File: config.mk
export PLATFORM = sky130hd
export DESIGN_NAME = telemetry_sensor_poll_sequencer
export DESIGN_NICKNAME = d
export VERILOG_FILES = /design/src/tsps_pkg.sv /design/src/telemetry_sensor_poll_sequencer.sv /design/src/tsps_csr.sv /design/src/tsps_core.sv /design/src/tsps_outq.sv
export SDC_FILE = /design/constraint.sdc
export NUM_CORES = 1
export LEC_CHECK = 0
export ABC_CLOCK_PERIOD_IN_PS = 14700
export BUFFER_PORTS_ARGS = -buffer_cell sky130_fd_sc_hd__buf_2
export CAP_MARGIN = 20
export CORE_ASPECT_RATIO = 1.75
export CORE_MARGIN = 2
export CORE_UTILIZATION = 47
export DETAILED_ROUTE_END_ITERATION = 7
export GPL_TIMING_DRIVEN = 0
export PLACE_DENSITY = 0.72
export SKIP_LAST_GASP = 1
export SLEW_MARGIN = 30
export SYNTH_ARGS = -nofsm -noshare
export SYNTH_HDL_FRONTEND = slang
export SYNTH_SLANG_ARGS = --single-unit
File: constraint.sdc
create_clock -name clock -period 14.7 [get_ports clock]
set_input_delay 2.205 -clock clock [delete_from_list [all_inputs] [get_ports clock]]
set_output_delay 2.205 -clock clock [all_outputs]
set_load 0.01 [all_outputs]
File: src/tsps_pkg.sv
// ----------------------------------------------------------------------------
// tsps_pkg
// Types, codes and request byte tables for the telemetry poll sequencer.
// ----------------------------------------------------------------------------
`default_nettype none

package tsps_pkg;

   // input operation codes
   localparam logic OP_TICK = 1'b0;
   localparam logic OP_BYTE = 1'b1;

   // result kinds
   localparam logic [2:0] KIND_SEND    = 3'd0;
   localparam logic [2:0] KIND_FRAME   = 3'd1;
   localparam logic [2:0] KIND_DONE    = 3'd2;
   localparam logic [2:0] KIND_TIMEOUT = 3'd3;
   localparam logic [2:0] KIND_CONSOLE = 3'd4;
   localparam logic [2:0] KIND_SPEED   = 3'd5;

   // phase codes: idle, then request (odd) and wait (even) per sensor
   localparam logic [3:0] PH_IDLE    = 4'd0;
   localparam logic [3:0] PH_GPS_REQ = 4'd1;
   localparam logic [3:0] PH_LAST    = 4'd8;

   // register indexes
   localparam logic [2:0] REG_WAIT_TICKS = 3'd0;
   localparam logic [2:0] REG_STARTUP    = 3'd1;
   localparam logic [2:0] REG_GPS_LEN    = 3'd2;
   localparam logic [2:0] REG_EAM_LEN    = 3'd3;
   localparam logic [2:0] REG_GAM_LEN    = 3'd4;
   localparam logic [2:0] REG_RX_LEN     = 3'd5;

   localparam logic [3:0] REQ_LAST_POS = 4'd8;

   localparam logic [7:0] LF = 8'h0A;
   localparam logic [7:0] CR = 8'h0D;

   typedef struct packed {
      logic [15:0] wait_ticks;
      logic [15:0] startup_window;
      logic [7:0]  gps_frame_len;
      logic [7:0]  eam_frame_len;
      logic [7:0]  gam_frame_len;
      logic [7:0]  rx_frame_len;
   } cfg_type;

   // compact description of the results one item causes
   typedef struct packed {
      logic        burst;      // nine request bytes for sensor
      logic        with_done;  // frame byte followed by frame done
      logic [2:0]  kind;
      logic [7:0]  data_byte;
      logic [7:0]  byte_index;
      logic [1:0]  sensor;
      logic [15:0] tally;
   } desc_type;

   typedef struct packed {
      logic [1:0] count;
   } q_stat_type;

   function automatic logic [7:0] req_byte(input logic [1:0] s, input logic [3:0] pos);
      logic [7:0] b;
      b = 8'h00;
      unique case (pos)
         4'd0: b = 8'h00;
         4'd1: b = 8'h03;
         4'd2: b = 8'hFC;
         4'd3: b = 8'h00;
         4'd4: b = 8'h00;
         4'd5: b = 8'h04;
         4'd6: begin
            unique case (s)
               2'd0: b = 8'h38;
               2'd1: b = 8'h36;
               2'd2: b = 8'h35;
               default: b = 8'h34;
            endcase
         end
         4'd7: begin
            unique case (s)
               2'd0: b = 8'h9F;
               2'd1: b = 8'h51;
               2'd2: b = 8'h32;
               default: b = 8'h13;
            endcase
         end
         4'd8: begin
            unique case (s)
               2'd0: b = 8'h7B;
               2'd1: b = 8'h9A;
               2'd2: b = 8'hAA;
               default: b = 8'hBA;
            endcase
         end
         default: b = 8'h00;
      endcase
      return b;
   endfunction

endpackage

`default_nettype wire

File: src/telemetry_sensor_poll_sequencer.sv
// ----------------------------------------------------------------------------
// telemetry_sensor_poll_sequencer
// Polling master for a four-sensor telemetry link.
//
// Usage:
//   req_* carries one event per item: tuser = operation (0 tick, 1 byte),
//   tdata = received byte. rsp_* carries result items: tuser = kind,
//   tdata = data byte, byte index, sensor, tally; tlast marks the final
//   result that one input item causes. csr_* is an APB-style port holding
//   wait_ticks, startup_window and the four frame lengths.
//   State, counters and tallies update at the accepting edge and a result
//   descriptor enters a two-entry queue, which registers it before its first
//   result shows on rsp_*. While rsp_tready is high, results leave at one per
//   cycle, so an item that sends a request occupies the result port for its
//   nine request bytes, and items causing at most one result flow at one per
//   cycle. req_tready drops only when the queue holds two pending descriptors.
//   Items that cause no result need no queue slot.
//   A stalled receiver holds the current result steady; the queue keeps
//   taking items until it is full. Reset loads the register defaults,
//   returns to idle, clears counters and tallies and empties the queue.
// ----------------------------------------------------------------------------
`default_nettype none

module telemetry_sensor_poll_sequencer (
   input  wire logic        clock,
   input  wire logic        reset,
   input  wire logic        req_tvalid,
   output logic             req_tready,
   input  wire logic [7:0]  req_tdata,   // [7:0] rx_byte
   input  wire logic        req_tuser,   // [0] operation
   output logic             rsp_tvalid,
   input  wire logic        rsp_tready,
   // [7:0] data_byte, [15:8] byte_index, [17:16] sensor, [33:18] tally, pad
   output logic [39:0]      rsp_tdata,
   output logic [2:0]       rsp_tuser,   // [2:0] kind
   output logic             rsp_tlast,
   input  wire logic        csr_psel,
   input  wire logic        csr_penable,
   input  wire logic        csr_pwrite,
   input  wire logic [4:0]  csr_paddr,
   input  wire logic [31:0] csr_pwdata,
   output logic [31:0]      csr_prdata,
   output logic             csr_pready
);
   import tsps_pkg::*;

   cfg_type    cfg;
   desc_type   desc;
   q_stat_type q_stat;
   logic       accept;
   logic       push;
   logic [7:0]  out_data;
   logic [7:0]  out_index;
   logic [1:0]  out_sensor;
   logic [15:0] out_tally;

   // take items while a queue slot is free
   assign req_tready = q_stat.count != 2'd2;
   assign accept     = req_tvalid && req_tready;

   tsps_csr u_csr (
      .clock       (clock),
      .reset       (reset),
      .csr_psel    (csr_psel),
      .csr_penable (csr_penable),
      .csr_pwrite  (csr_pwrite),
      .csr_paddr   (csr_paddr),
      .csr_pwdata  (csr_pwdata),
      .csr_prdata  (csr_prdata),
      .csr_pready  (csr_pready),
      .cfg         (cfg)
   );

   tsps_core u_core (
      .clock     (clock),
      .reset     (reset),
      .accept    (accept),
      .operation (req_tuser),
      .rx_byte   (req_tdata),
      .cfg       (cfg),
      .push      (push),
      .desc      (desc)
   );

   tsps_outq u_outq (
      .clock      (clock),
      .reset      (reset),
      .push       (push),
      .desc       (desc),
      .rsp_tready (rsp_tready),
      .rsp_tvalid (rsp_tvalid),
      .rsp_tlast  (rsp_tlast),
      .out_kind   (rsp_tuser),
      .out_data   (out_data),
      .out_index  (out_index),
      .out_sensor (out_sensor),
      .out_tally  (out_tally),
      .stat       (q_stat)
   );

   // pack result fields, lowest field first
   assign rsp_tdata = {6'b000000, out_tally, out_sensor, out_index, out_data};

   // a descriptor only enters on an accepted item
   a_push_on_accept : assert property (@(posedge clock) disable iff (reset)
      push |-> accept)
      else $error("descriptor pushed without an accepted item");

   // queue is empty right after reset
   a_empty_after_reset : assert property (@(posedge clock)
      $past(reset) |-> !rsp_tvalid)
      else $error("result valid right after reset");

   // draining the only descriptor with nothing new leaves the port idle
   a_drain_idle : assert property (@(posedge clock) disable iff (reset)
      (rsp_tvalid && rsp_tready && rsp_tlast && q_stat.count == 2'd1 && !push)
      |=> !rsp_tvalid)
      else $error("result valid after queue drained");

   // a full queue must hold off the input side
   a_full_stall : assert property (@(posedge clock) disable iff (reset)
      (q_stat.count == 2'd2) |-> !accept)
      else $error("item accepted while queue full");

endmodule

`default_nettype wire

File: src/tsps_csr.sv
// ----------------------------------------------------------------------------
// tsps_csr
// APB-style register file holding the sequencer configuration.
// ----------------------------------------------------------------------------
`default_nettype none

module tsps_csr (
   input  wire logic             clock,
   input  wire logic             reset,
   input  wire logic             csr_psel,
   input  wire logic             csr_penable,
   input  wire logic             csr_pwrite,
   input  wire logic [4:0]       csr_paddr,
   input  wire logic [31:0]      csr_pwdata,
   output logic [31:0]           csr_prdata,
   output logic                  csr_pready,
   output tsps_pkg::cfg_type     cfg
);
   import tsps_pkg::*;

   cfg_type    cfg_ff;
   cfg_type    cfg_in;
   logic       wr_en;
   logic [2:0] reg_idx;

   assign csr_pready = 1'b1;
   assign reg_idx    = csr_paddr[4:2];
   assign wr_en      = csr_psel && csr_penable && csr_pwrite && csr_pready;

   always_comb begin
      cfg_in = cfg_ff;
      if (wr_en) begin
         unique case (reg_idx)
            REG_WAIT_TICKS: cfg_in.wait_ticks     = csr_pwdata[15:0];
            REG_STARTUP:    cfg_in.startup_window = csr_pwdata[15:0];
            REG_GPS_LEN:    cfg_in.gps_frame_len  = csr_pwdata[7:0];
            REG_EAM_LEN:    cfg_in.eam_frame_len  = csr_pwdata[7:0];
            REG_GAM_LEN:    cfg_in.gam_frame_len  = csr_pwdata[7:0];
            REG_RX_LEN:     cfg_in.rx_frame_len   = csr_pwdata[7:0];
            default: ;
         endcase
      end
   end

   always_comb begin
      unique case (reg_idx)
         REG_WAIT_TICKS: csr_prdata = {16'h0000, cfg_ff.wait_ticks};
         REG_STARTUP:    csr_prdata = {16'h0000, cfg_ff.startup_window};
         REG_GPS_LEN:    csr_prdata = {24'h000000, cfg_ff.gps_frame_len};
         REG_EAM_LEN:    csr_prdata = {24'h000000, cfg_ff.eam_frame_len};
         REG_GAM_LEN:    csr_prdata = {24'h000000, cfg_ff.gam_frame_len};
         REG_RX_LEN:     csr_prdata = {24'h000000, cfg_ff.rx_frame_len};
         default:        csr_prdata = 32'h0000_0000;
      endcase
   end

   always_ff @(posedge clock) begin
      if (reset) begin
         cfg_ff.wait_ticks     <= 16'd100;
         cfg_ff.startup_window <= 16'd20000;
         cfg_ff.gps_frame_len  <= 8'd51;
         cfg_ff.eam_frame_len  <= 8'd63;
         cfg_ff.gam_frame_len  <= 8'd57;
         cfg_ff.rx_frame_len   <= 8'd20;
      end else begin
         cfg_ff <= cfg_in;
      end
   end

   assign cfg = cfg_ff;

endmodule

`default_nettype wire

File: src/tsps_core.sv
// ----------------------------------------------------------------------------
// tsps_core
// Poll state, counters and tallies; turns each accepted item that causes
// results into a result descriptor in one pass.
// ----------------------------------------------------------------------------
`default_nettype none

module tsps_core (
   input  wire logic              clock,
   input  wire logic              reset,
   input  wire logic              accept,
   input  wire logic              operation,
   input  wire logic [7:0]        rx_byte,
   input  wire tsps_pkg::cfg_type cfg,
   output logic                   push,
   output tsps_pkg::desc_type     desc
);
   import tsps_pkg::*;

   logic [3:0]  phase_ff, phase_in;
   logic [15:0] since_ff, since_in;
   logic [15:0] uptime_ff, uptime_in;
   logic [7:0]  bytes_ff, bytes_in;
   logic [7:0]  nl_run_ff, nl_run_in;
   logic [15:0] ok_ff [4];
   logic [15:0] ok_in [4];
   logic [15:0] fail_ff [4];
   logic [15:0] fail_in [4];

   logic        active;
   logic        waiting;
   logic [1:0]  s;
   logic [3:0]  ph_minus;
   logic [15:0] since_nx;
   logic [15:0] uptime_nx;
   logic [7:0]  bytes_nx;
   logic [7:0]  nl_nx;
   logic [7:0]  frame_len;
   logic [15:0] ok_nx;
   logic [15:0] fail_nx;
   logic [3:0]  next_ph;
   logic        expired;

   assign active   = (phase_ff >= PH_GPS_REQ) && (phase_ff <= PH_LAST);
   assign ph_minus = phase_ff - 4'd1;
   assign s        = active ? ph_minus[2:1] : 2'd0;
   assign waiting  = active && !phase_ff[0];

   // saturating tick counters
   assign uptime_nx = (operation == OP_TICK && uptime_ff != 16'hFFFF) ?
                      uptime_ff + 16'd1 : uptime_ff;
   assign since_nx  = (operation == OP_TICK && since_ff != 16'hFFFF) ?
                      since_ff + 16'd1 : since_ff;
   assign expired   = since_nx > cfg.wait_ticks;

   assign bytes_nx = bytes_ff + 8'd1;
   assign nl_nx    = (rx_byte == LF || rx_byte == CR) ? nl_run_ff + 8'd1 : 8'd0;
   assign ok_nx    = ok_ff[s] + 16'd1;
   assign fail_nx  = fail_ff[s] + 16'd1;
   assign next_ph  = (s == 2'd3) ? PH_IDLE : {1'b0, s, 1'b0} + 4'd3;

   always_comb begin
      unique case (s)
         2'd0: frame_len = cfg.gps_frame_len;
         2'd1: frame_len = cfg.eam_frame_len;
         2'd2: frame_len = cfg.gam_frame_len;
         default: frame_len = cfg.rx_frame_len;
      endcase
   end

   always_comb begin
      phase_in  = phase_ff;
      since_in  = since_ff;
      uptime_in = uptime_ff;
      bytes_in  = bytes_ff;
      nl_run_in = nl_run_ff;
      for (int i = 0; i < 4; i++) begin
         ok_in[i]   = ok_ff[i];
         fail_in[i] = fail_ff[i];
      end
      push = 1'b0;
      desc = '0;
      desc.sensor = s;

      if (accept) begin
         uptime_in = uptime_nx;
         since_in  = since_nx;
         if (!active) begin
            desc.sensor = 2'd0;
            if (uptime_nx >= cfg.startup_window) begin
               push      = 1'b1;
               desc.kind = KIND_SPEED;
               phase_in  = PH_GPS_REQ;
            end else if (operation == OP_BYTE) begin
               nl_run_in = nl_nx;
               if (nl_nx == 8'd3) begin
                  push      = 1'b1;
                  desc.kind = KIND_CONSOLE;
               end
            end
         end else if (!waiting) begin
            if (operation == OP_TICK && expired) begin
               since_in   = 16'd0;
               bytes_in   = 8'd0;
               push       = 1'b1;
               desc.burst = 1'b1;
               desc.kind  = KIND_SEND;
               phase_in   = phase_ff + 4'd1;
            end
         end else if (operation == OP_BYTE) begin
            push            = 1'b1;
            desc.kind       = KIND_FRAME;
            desc.data_byte  = rx_byte;
            desc.byte_index = bytes_ff;
            bytes_in        = bytes_nx;
            if (bytes_nx == frame_len) begin
               ok_in[s]       = ok_nx;
               desc.with_done = 1'b1;
               desc.tally     = ok_nx;
               phase_in       = next_ph;
            end
         end else if (expired) begin
            fail_in[s] = fail_nx;
            push       = 1'b1;
            desc.kind  = KIND_TIMEOUT;
            desc.tally = fail_nx;
            phase_in   = next_ph;
         end
      end
   end

   always_ff @(posedge clock) begin
      if (reset) begin
         phase_ff  <= PH_IDLE;
         since_ff  <= 16'd0;
         uptime_ff <= 16'd0;
         bytes_ff  <= 8'd0;
         nl_run_ff <= 8'd0;
         for (int i = 0; i < 4; i++) begin
            ok_ff[i]   <= 16'd0;
            fail_ff[i] <= 16'd0;
         end
      end else begin
         phase_ff  <= phase_in;
         since_ff  <= since_in;
         uptime_ff <= uptime_in;
         bytes_ff  <= bytes_in;
         nl_run_ff <= nl_run_in;
         for (int i = 0; i < 4; i++) begin
            ok_ff[i]   <= ok_in[i];
            fail_ff[i] <= fail_in[i];
         end
      end
   end

endmodule

`default_nettype wire

File: src/tsps_outq.sv
// ----------------------------------------------------------------------------
// tsps_outq
// Two-entry descriptor queue and result emitter, one result per cycle while rsp_tready is high.
// ----------------------------------------------------------------------------
`default_nettype none

module tsps_outq (
   input  wire logic               clock,
   input  wire logic               reset,
   input  wire logic               push,
   input  wire tsps_pkg::desc_type desc,
   input  wire logic               rsp_tready,
   output logic                    rsp_tvalid,
   output logic                    rsp_tlast,
   output logic [2:0]              out_kind,
   output logic [7:0]              out_data,
   output logic [7:0]              out_index,
   output logic [1:0]              out_sensor,
   output logic [15:0]             out_tally,
   output tsps_pkg::q_stat_type    stat
);
   import tsps_pkg::*;

   desc_type   entry_ff [2];
   logic       wr_ptr_ff, wr_ptr_in;
   logic       rd_ptr_ff, rd_ptr_in;
   logic [1:0] count_ff, count_in;
   logic [3:0] pos_ff, pos_in;

   desc_type   head;
   logic       fire;
   logic       pop;
   logic       is_last;
   logic       done_slot;

   assign head      = entry_ff[rd_ptr_ff];
   assign rsp_tvalid = count_ff != 2'd0;
   assign done_slot = head.with_done && pos_ff[0];

   always_comb begin
      if (head.burst) begin
         is_last = pos_ff == REQ_LAST_POS;
      end else if (head.with_done) begin
         is_last = pos_ff[0];
      end else begin
         is_last = 1'b1;
      end
   end

   assign fire = rsp_tvalid && rsp_tready;
   assign pop  = fire && is_last;

   always_comb begin
      out_kind   = head.kind;
      out_data   = head.data_byte;
      out_index  = head.byte_index;
      out_sensor = head.sensor;
      out_tally  = head.tally;
      if (head.burst) begin
         out_data = req_byte(head.sensor, pos_ff);
      end else if (done_slot) begin
         out_kind  = KIND_DONE;
         out_data  = 8'd0;
         out_index = 8'd0;
      end else if (head.with_done) begin
         out_tally = 16'd0;
      end
   end

   assign rsp_tlast = is_last;

   always_comb begin
      wr_ptr_in = push ? !wr_ptr_ff : wr_ptr_ff;
      rd_ptr_in = pop ? !rd_ptr_ff : rd_ptr_ff;
      count_in  = count_ff + {1'b0, push} - {1'b0, pop};
      if (pop) begin
         pos_in = 4'd0;
      end else if (fire) begin
         pos_in = pos_ff + 4'd1;
      end else begin
         pos_in = pos_ff;
      end
   end

   always_ff @(posedge clock) begin
      if (push) begin
         entry_ff[wr_ptr_ff] <= desc;
      end
   end

   always_ff @(posedge clock) begin
      if (reset) begin
         wr_ptr_ff <= 1'b0;
         rd_ptr_ff <= 1'b0;
         count_ff  <= 2'd0;
         pos_ff    <= 4'd0;
      end else begin
         wr_ptr_ff <= wr_ptr_in;
         rd_ptr_ff <= rd_ptr_in;
         count_ff  <= count_in;
         pos_ff    <= pos_in;
      end
   end

   assign stat.count = count_ff;

endmodule

`default_nettype wire
* After elaboration in Yosys (flattened, before gate mapping)
Memory sizes are Yosys's and may differ from the RTL's. A register that Yosys moved wholly into a read port is not among the register bits.
Index checks and enable logic that the tools add are counted.
W data, S select, Z words.
** Storage, ports and cells
- Bits in registers :: 124
- Latch bits :: 0
- RAM bits :: 206
- Memory bits (read-only) :: 0
- Input port bits :: 53
- Output and inout port bits :: 79
- Memories kept :: 3
** Cells by class
- Add/subtract/negate cells :: 12
- Multipliers :: 0
- Divide/modulo/power cells :: 0
- $lt $le $gt $ge :: 6
- Equality and inequality tests :: 27
- Shift-type cells :: 0
- Mux-type cells :: 95
- Bitwise operators :: 12
- Reductions and logical operators :: 32
** Memory list
- u_outq.entry_ff :: words 2, bits a word 39, rd ports 1, clocked after memory_dff 1, write ports 1, RTL line tsps_outq.sv:24 : desc_type entry_ff [2];
- u_core.fail_ff :: words 4, bits a word 16, rd ports 5, clocked after memory_dff 0, write ports 4, RTL line tsps_core.sv:27 : logic [15:0] fail_ff [4];
- u_core.ok_ff :: words 4, bits a word 16, rd ports 5, clocked after memory_dff 0, write ports 4, RTL line tsps_core.sv:25 : logic [15:0] ok_ff [4];
** Operator list (number)
- $mux W64 :: 10
- $mux W16 :: 25
- $bwmux W64 :: 2
- $pmux W16 S6 :: 1
- $pmux W8 S3 :: 3
- $add A16 B1 Y16 const B :: 4
- $mux W8 :: 8
- $pmux W8 S6 :: 1
- $mux W39 :: 1
- $demux W16 S2 :: 1
- $mux W4 :: 8
- $ne A16 B16 Y1 const B :: 2
- $mux W3 :: 8
- $mux W1 :: 22
- $add A8 B1 Y8 const B :: 2
- $eq A8 B4 Y1 const B :: 2
- $ge A16 B16 Y1 :: 1
- $gt A16 B16 Y1 :: 1
- $eq A4 B3 Y1 const B :: 3
- $logic_and A1 B1 Y1 :: 12
- $pmux W4 S3 :: 1
- $reduce_and A2 Y1 :: 6
- $add A4 B1 Y4 const B :: 2
- $eq A8 B2 Y1 const B :: 1
- 32 further kinds :: 57

* Logic depth before layout (Yosys ltp)
- Word-level depth :: 15
- Mapped depth :: 22
- Depth with buffers taken out :: 19

* By module
A second synthesis with hierarchy kept.
** Second synthesis, totals
- Cells, all modules :: 2083
- Area total of the unflattened synthesis :: 18520.3 um^2
** Modules (own cells, without submodules)
- tsps_core :: times used 1, cells each 1437, area an instance 11449.7 um^2, seq. area each 3603.5 um^2
- tsps_outq :: times used 1, cells each 260, area an instance 3731.1 um^2, seq. area each 2522.4 um^2
- tsps_csr :: times used 1, cells each 377, area an instance 3268.1 um^2, seq. area each 1281.2 um^2
- telemetry_sensor_poll_sequencer :: times used 1, cells each 9, area an instance 71.3 um^2, seq. area each 0.0 um^2

* Least setup slack after synthesis
No wires, ideal clock.
- Kind :: input port to flip-flop
- Start :: in req_tuser
- End :: mem u_outq.entry_ff[0][0] (netlist name) (enable)
- Library setup time :: 440 ps
- Arrival time :: 6388 ps
- Required time :: 14260 ps
- Path slack :: 7872 ps
- Stages :: 14
- Path through :: inv_1 nand3_1 nor3_1 nand3_1 xnor2_1 ha_1 nand2_1 or3_1 a311o_1 a21oi_1 nor2_1 nor2_1 or2_2 nor2b_1
** Between the ends
- Word-level cells in the longest chain between the ends :: 11
- Elaborated cells on any way between the ends :: 18
- Those cells by class :: order compare: 2; mux: 12; bitwise: 1; reduce/logical: 3
** Ends and longest elaborated chain
- start: declaration :: RTL line telemetry_sensor_poll_sequencer.sv:30 : input wire logic req_tuser,
- $not A1 Y1 :: RTL line tsps_core.sv:50, tsps_core.sv:52, tsps_core.sv:102
- $logic_and A1 B1 Y1 :: RTL line tsps_core.sv:52 : assign since_nx = (operation == OP_TICK && since_ff != 16'hFFFF) ?
- $mux W16 :: RTL line tsps_core.sv:52
- $gt A16 B16 Y1 :: RTL line tsps_core.sv:54 : assign expired = since_nx > cfg.wait_ticks;
- $mux W1 or $logic_and A1 B1 Y1 (tied branches) :: RTL line tsps_core.sv:122, tsps_core.sv:102
- $mux W1, on equally long branches :: RTL line tsps_core.sv:110, tsps_core.sv:102
- $mux W1 :: RTL line tsps_core.sv:101 : end else if (!waiting) begin
- $mux W1 * :: RTL line tsps_core.sv:88 : if (!active) begin
- $mux W1 * :: RTL line tsps_core.sv:85 : if (accept) begin
- $mux W1 * :: RTL line tsps_outq.sv:86 : if (push) begin
- $mux W1 (implied by the code) * :: RTL line tsps_outq.sv:87 : entry_ff[wr_ptr_ff] <= desc;
- end: declaration :: RTL line tsps_outq.sv:24
Mark *: on every way between the ends. The rest lies on a longest branch, timed or not.

* Worst setup path after layout
- Start :: in csr_paddr[2]
- End :: out csr_prdata[15]
** Between the ends
- Word-level cells in the longest chain between the ends :: 2
- Elaborated cells on any way between the ends :: 7
- Those cells by class :: eq/ne: 5; mux: 1; reduce/logical: 1
** Ends and longest elaborated chain
- start: declaration :: RTL line telemetry_sensor_poll_sequencer.sv:40 : input wire logic [4:0] csr_paddr,
- $eq A3 B3 Y1, or another cell as far along :: RTL line tsps_csr.sv:46 : unique case (reg_idx)
- $pmux W16 S6 * :: RTL line tsps_csr.sv:46
- end: declaration :: RTL line telemetry_sensor_poll_sequencer.sv:42 : output logic [31:0] csr_prdata,
Marks and branches as above.

==> key figures <==
Logic synthesis
  • Netlist cell types: 79
  • Sequential cell area fraction in the yosys report: 42.4%
  • Async set-or-reset flop fraction in the synthesized netlist: 0%
  • Average footprint of a synthesized cell: 9.45 µm²
  • Synthesized-area fraction occupied by adder cells: 3.73%
  • Post-Synth XOR/XNOR Area: 4.69%
  • Cell area after synthesis: 0.0175 mm²
  • Most used flip-flop cell after synthesis: dfxtp_1
  • Top cell type's share of synthesized area: 29.0%
  • Top area cells in the synthesized netlist: dfxtp_1 29%, edfxtp_1 13%, mux2i_1 10%
  • Main combinational cell family by area after synthesis: simple AND/OR/NAND/NOR gates
  • Number of warnings printed during yosys synthesis: 0
  • Leading area contributor after synthesis: dfxtp_1
  • Post-synthesis simple-gate area fraction: 17.5%
  • Multiplexer area fraction after synthesis: 12.8%
  • Cell count after synthesis: 1,849
  • Count of state elements after synthesis: 331
  • Number of flops mapped to enable cells by yosys: 78
  • Compound-Gate Fraction of Synth Area: 13.5%

Drt
  • Number of remaining DRC errors: 0
  • Number of detailed-routing iterations run before antenna repair: 8
  • Iteration-0 DRC count of the detailed router: 1,016
  • Routed Antenna Nets: 0
  • Total routed wirelength: 50,400 µm
  • Count of vias placed by the detailed router: 14,380
  • Post-DR vias/cell: 5.77
  • Detailed-route wire length per cell: 20.2 µm

GRT
  • Global-route total usage across every layer: 25.9%
  • Overall overflow remaining after global route: 0
  • Vias in the first global route: 14,593
  • Initial antenna violation count: 0
  • Maximum number of pins on one net before global-route repair: 24
  • Global-route wire length before repair: 78,900 µm

Timing
  • Setup total negative slack: 0 ns
  • Post-layout minimum cycle time: 6.71 ns
  • Worst setup margin: 7.99 ns
  • Setup Viol. Count Final: 0
  • Final slew viol count: 0
  • Worst clock skew: 0.0193 ns
  • Max Clock Freq: 0.149 GHz
  • Unrepaired setup endpoints after global routing: false
  • Fin crit share: 45.7%
  • Hold Fails Final Rpt: 0
  • Slew at the pin closest to its max-slew limit: 1.02 ns
  • Max transition margin: 31.1%

Critical path
  • Category of the worst setup path launch point: primary input
  • CP cell instances: clkbuf_1 > clkbuf_1 > clkbuf_1 > mux2i_1 > nor2_1 > buf_2
  • Worst setup path class: in2out
  • Largest fanout on the critical path: 10
  • Req. time, crit path: 12.49 ns
  • Max incr delay on CP: 0.64 ns
  • Critical Path Most Common Cell: clkbuf_1
  • Crit path capture type: output port
  • Cell with the biggest individual delay on the critical path: clkbuf_1
  • Critical path data arrival time: 4.51 ns

CTS
  • Number of buffers on the longest clock path: 3
  • CTS clock-pin slew for the worst setup and hold paths: 0.07 ns
  • TritonCTS clock tree: done
  • Resize count post-CTS: 0
  • TritonCTS buffer count: 31
  • Clock latency on the worst-skew pair: 0.58 ns
  • Post-CTS Repair Setup Buffers: 0
  • Level count of the clock H-tree: 1
  • # clock sinks: 331
  • Hold buffer count at CTS: 0
  • Root Buffer: clkbuf_16

Placement
  • Quantity of I/O buffers inserted on ports: 86
  • Detailed Place HPWL: 38,200 µm
  • GP Congestion: 0.923
  • Placed inst area: 0.0187 mm²
  • Worst slack after detailed placement: 7.87 ns

Floorplanning
  • Die boundary height: 259 µm
  • Placeable core region: 0.0368 mm²
  • Num rows: 93
  • Horizontal die dimension: 150 µm
  • Total Die Area: 0.0388 mm²
  • Number of ports placed on the die boundary: 132
  • Starting Density: 47.5%

Cells and area
  • Synthesis-to-finish area growth: 13.0%
  • Cell area after layout: 0.0197 mm²
  • Layout cell share with drive strength beyond 1: 13.7%
  • Number of nets in the final layout: 2,098
  • Diode count: 0

Run status
  • Result of the run: finished clean

Pwr
  • IR drop worst, VDD: 0.0991 mV
  • Leakage power summed over all cells: 0.00711 µW
  • Power density relative to cell area: 93.5 mW/mm²

Min path
  • Hold Crit Class: reg2reg

Flow run
  • Number of maximum-capacitance constraint violations: 0
-- routing by layer --
layer	vias to the layer above	GRT usage [%]	part of all wire, %
met4	0	19.8	8.7
met2	485	48.5	53
met5	-	0	0
met3	197	2.50	4.3
li1	6813	-	-
met1	6885	25.8	34
-- metrics by stage --
step	utilization [%]	power [µW]	hold slack, ns	cells
floorplan	-	992	0.436	1870
global placement	50.5	1020	0.442	2431
detailed placement	50.8	1020	0.449	2435
CTS	53.7	1850	0.458	2492
global route	53.7	1890	0.491	2492
finish	53.7	1850	0.461	2492
-- worst max-delay path, delay by kind of cell --
kind,cells,cell delay [ns]
and+or+nand+nor,1,0.07
buffers and inverters,4,1.92
muxes,1,0.30
-- cells by family after synthesis --
kind of cell    count (synthesis)
compound gates                339
xor+xnor                       87
fa+ha+maj                      52
buf+inv                       200
flops                         331
mux                           209
other cells                     2
simple gates                  629
-- layout make-up --
type	instances	area, µm²
inverters	65	245
clock buffers	39	846
flip-flops and latches	331	7410
multi-input cells	1339	9240
plain buffers	135	693
well taps	475	594
fillers	3366	17000
clock inverters	18	210
repair buffers	90	498
-- cell usage after synthesis (all sizes together), types with 6 or more instances --
library cell,count
clkbuf,83
a22oi,14
mux2i,198
nand2,156
buf,52
xnor2,59
nand2b,8
nand4,26
ha,52
a31oi,11
nor2,271
or2,6
o22ai,25
and4,6
nor4,16
nor3,21
a211oi,108
o211ai,11
a222oi,8
a21oi,81
mux2,9
and3,16
xor2,26
edfxtp,78
nor2b,8
and2,36
or3,8
nand3,33
dfxtp,253
o21ai,43
nand3b,10
inv,62
-- worst paths after layout --
| check | startpoint | end | slack, ns | depth (start not counted) |
|---|---|---|---|---|
| worst max-delay path | csr_paddr[2] | csr_prdata[15] | 7.99 | 6 |
| worst min register to register | u_csr.cfg[51] | u_csr.cfg[51] | 0.46 | 2 |
| worst min-delay path | u_csr.cfg[51] | u_csr.cfg[51] | 0.46 | 2 |
| worst max register to register | u_core.phase_ff[0] | u_core.ok_ff[0][11] | 8.64 | 22 |
-- state kept, by name, indices dropped and copies added, names as in the netlist, 8 cells and up, named ones only --
name / flops
u_core.bytes_ff: 8
u_core.fail_ff: 64
u_core.nl_run_ff: 8
u_core.ok_ff: 64
u_core.since_ff: 16
u_core.uptime_ff: 16
u_csr.cfg: 64
u_outq.entry_ff: 78
-- layout by cell type, fill, tap and decap left out, types with 42 or more instances in the layout --
cell type,instances
inv_1,60
nand2_1,155
clkbuf_1,87
nor2_1,270
a211oi_1,91
ha_1,52
edfxtp_1,78
buf_2,98
o21ai_0,42
dfxtp_1,253
mux2i_1,177
a21oi_1,81
xnor2_1,55
-- report_power, final --
part / total (µW) / internal, µW / leakage, µW / switching (µW)
clock network: 843 / 479 / 0.000515 / 364
logic: 71.1 / 22.0 / 0.00393 / 49.1
registers: 931 / 928 / 0.00266 / 2.43
Note: power is estimated with default switching activity, not from simulation.
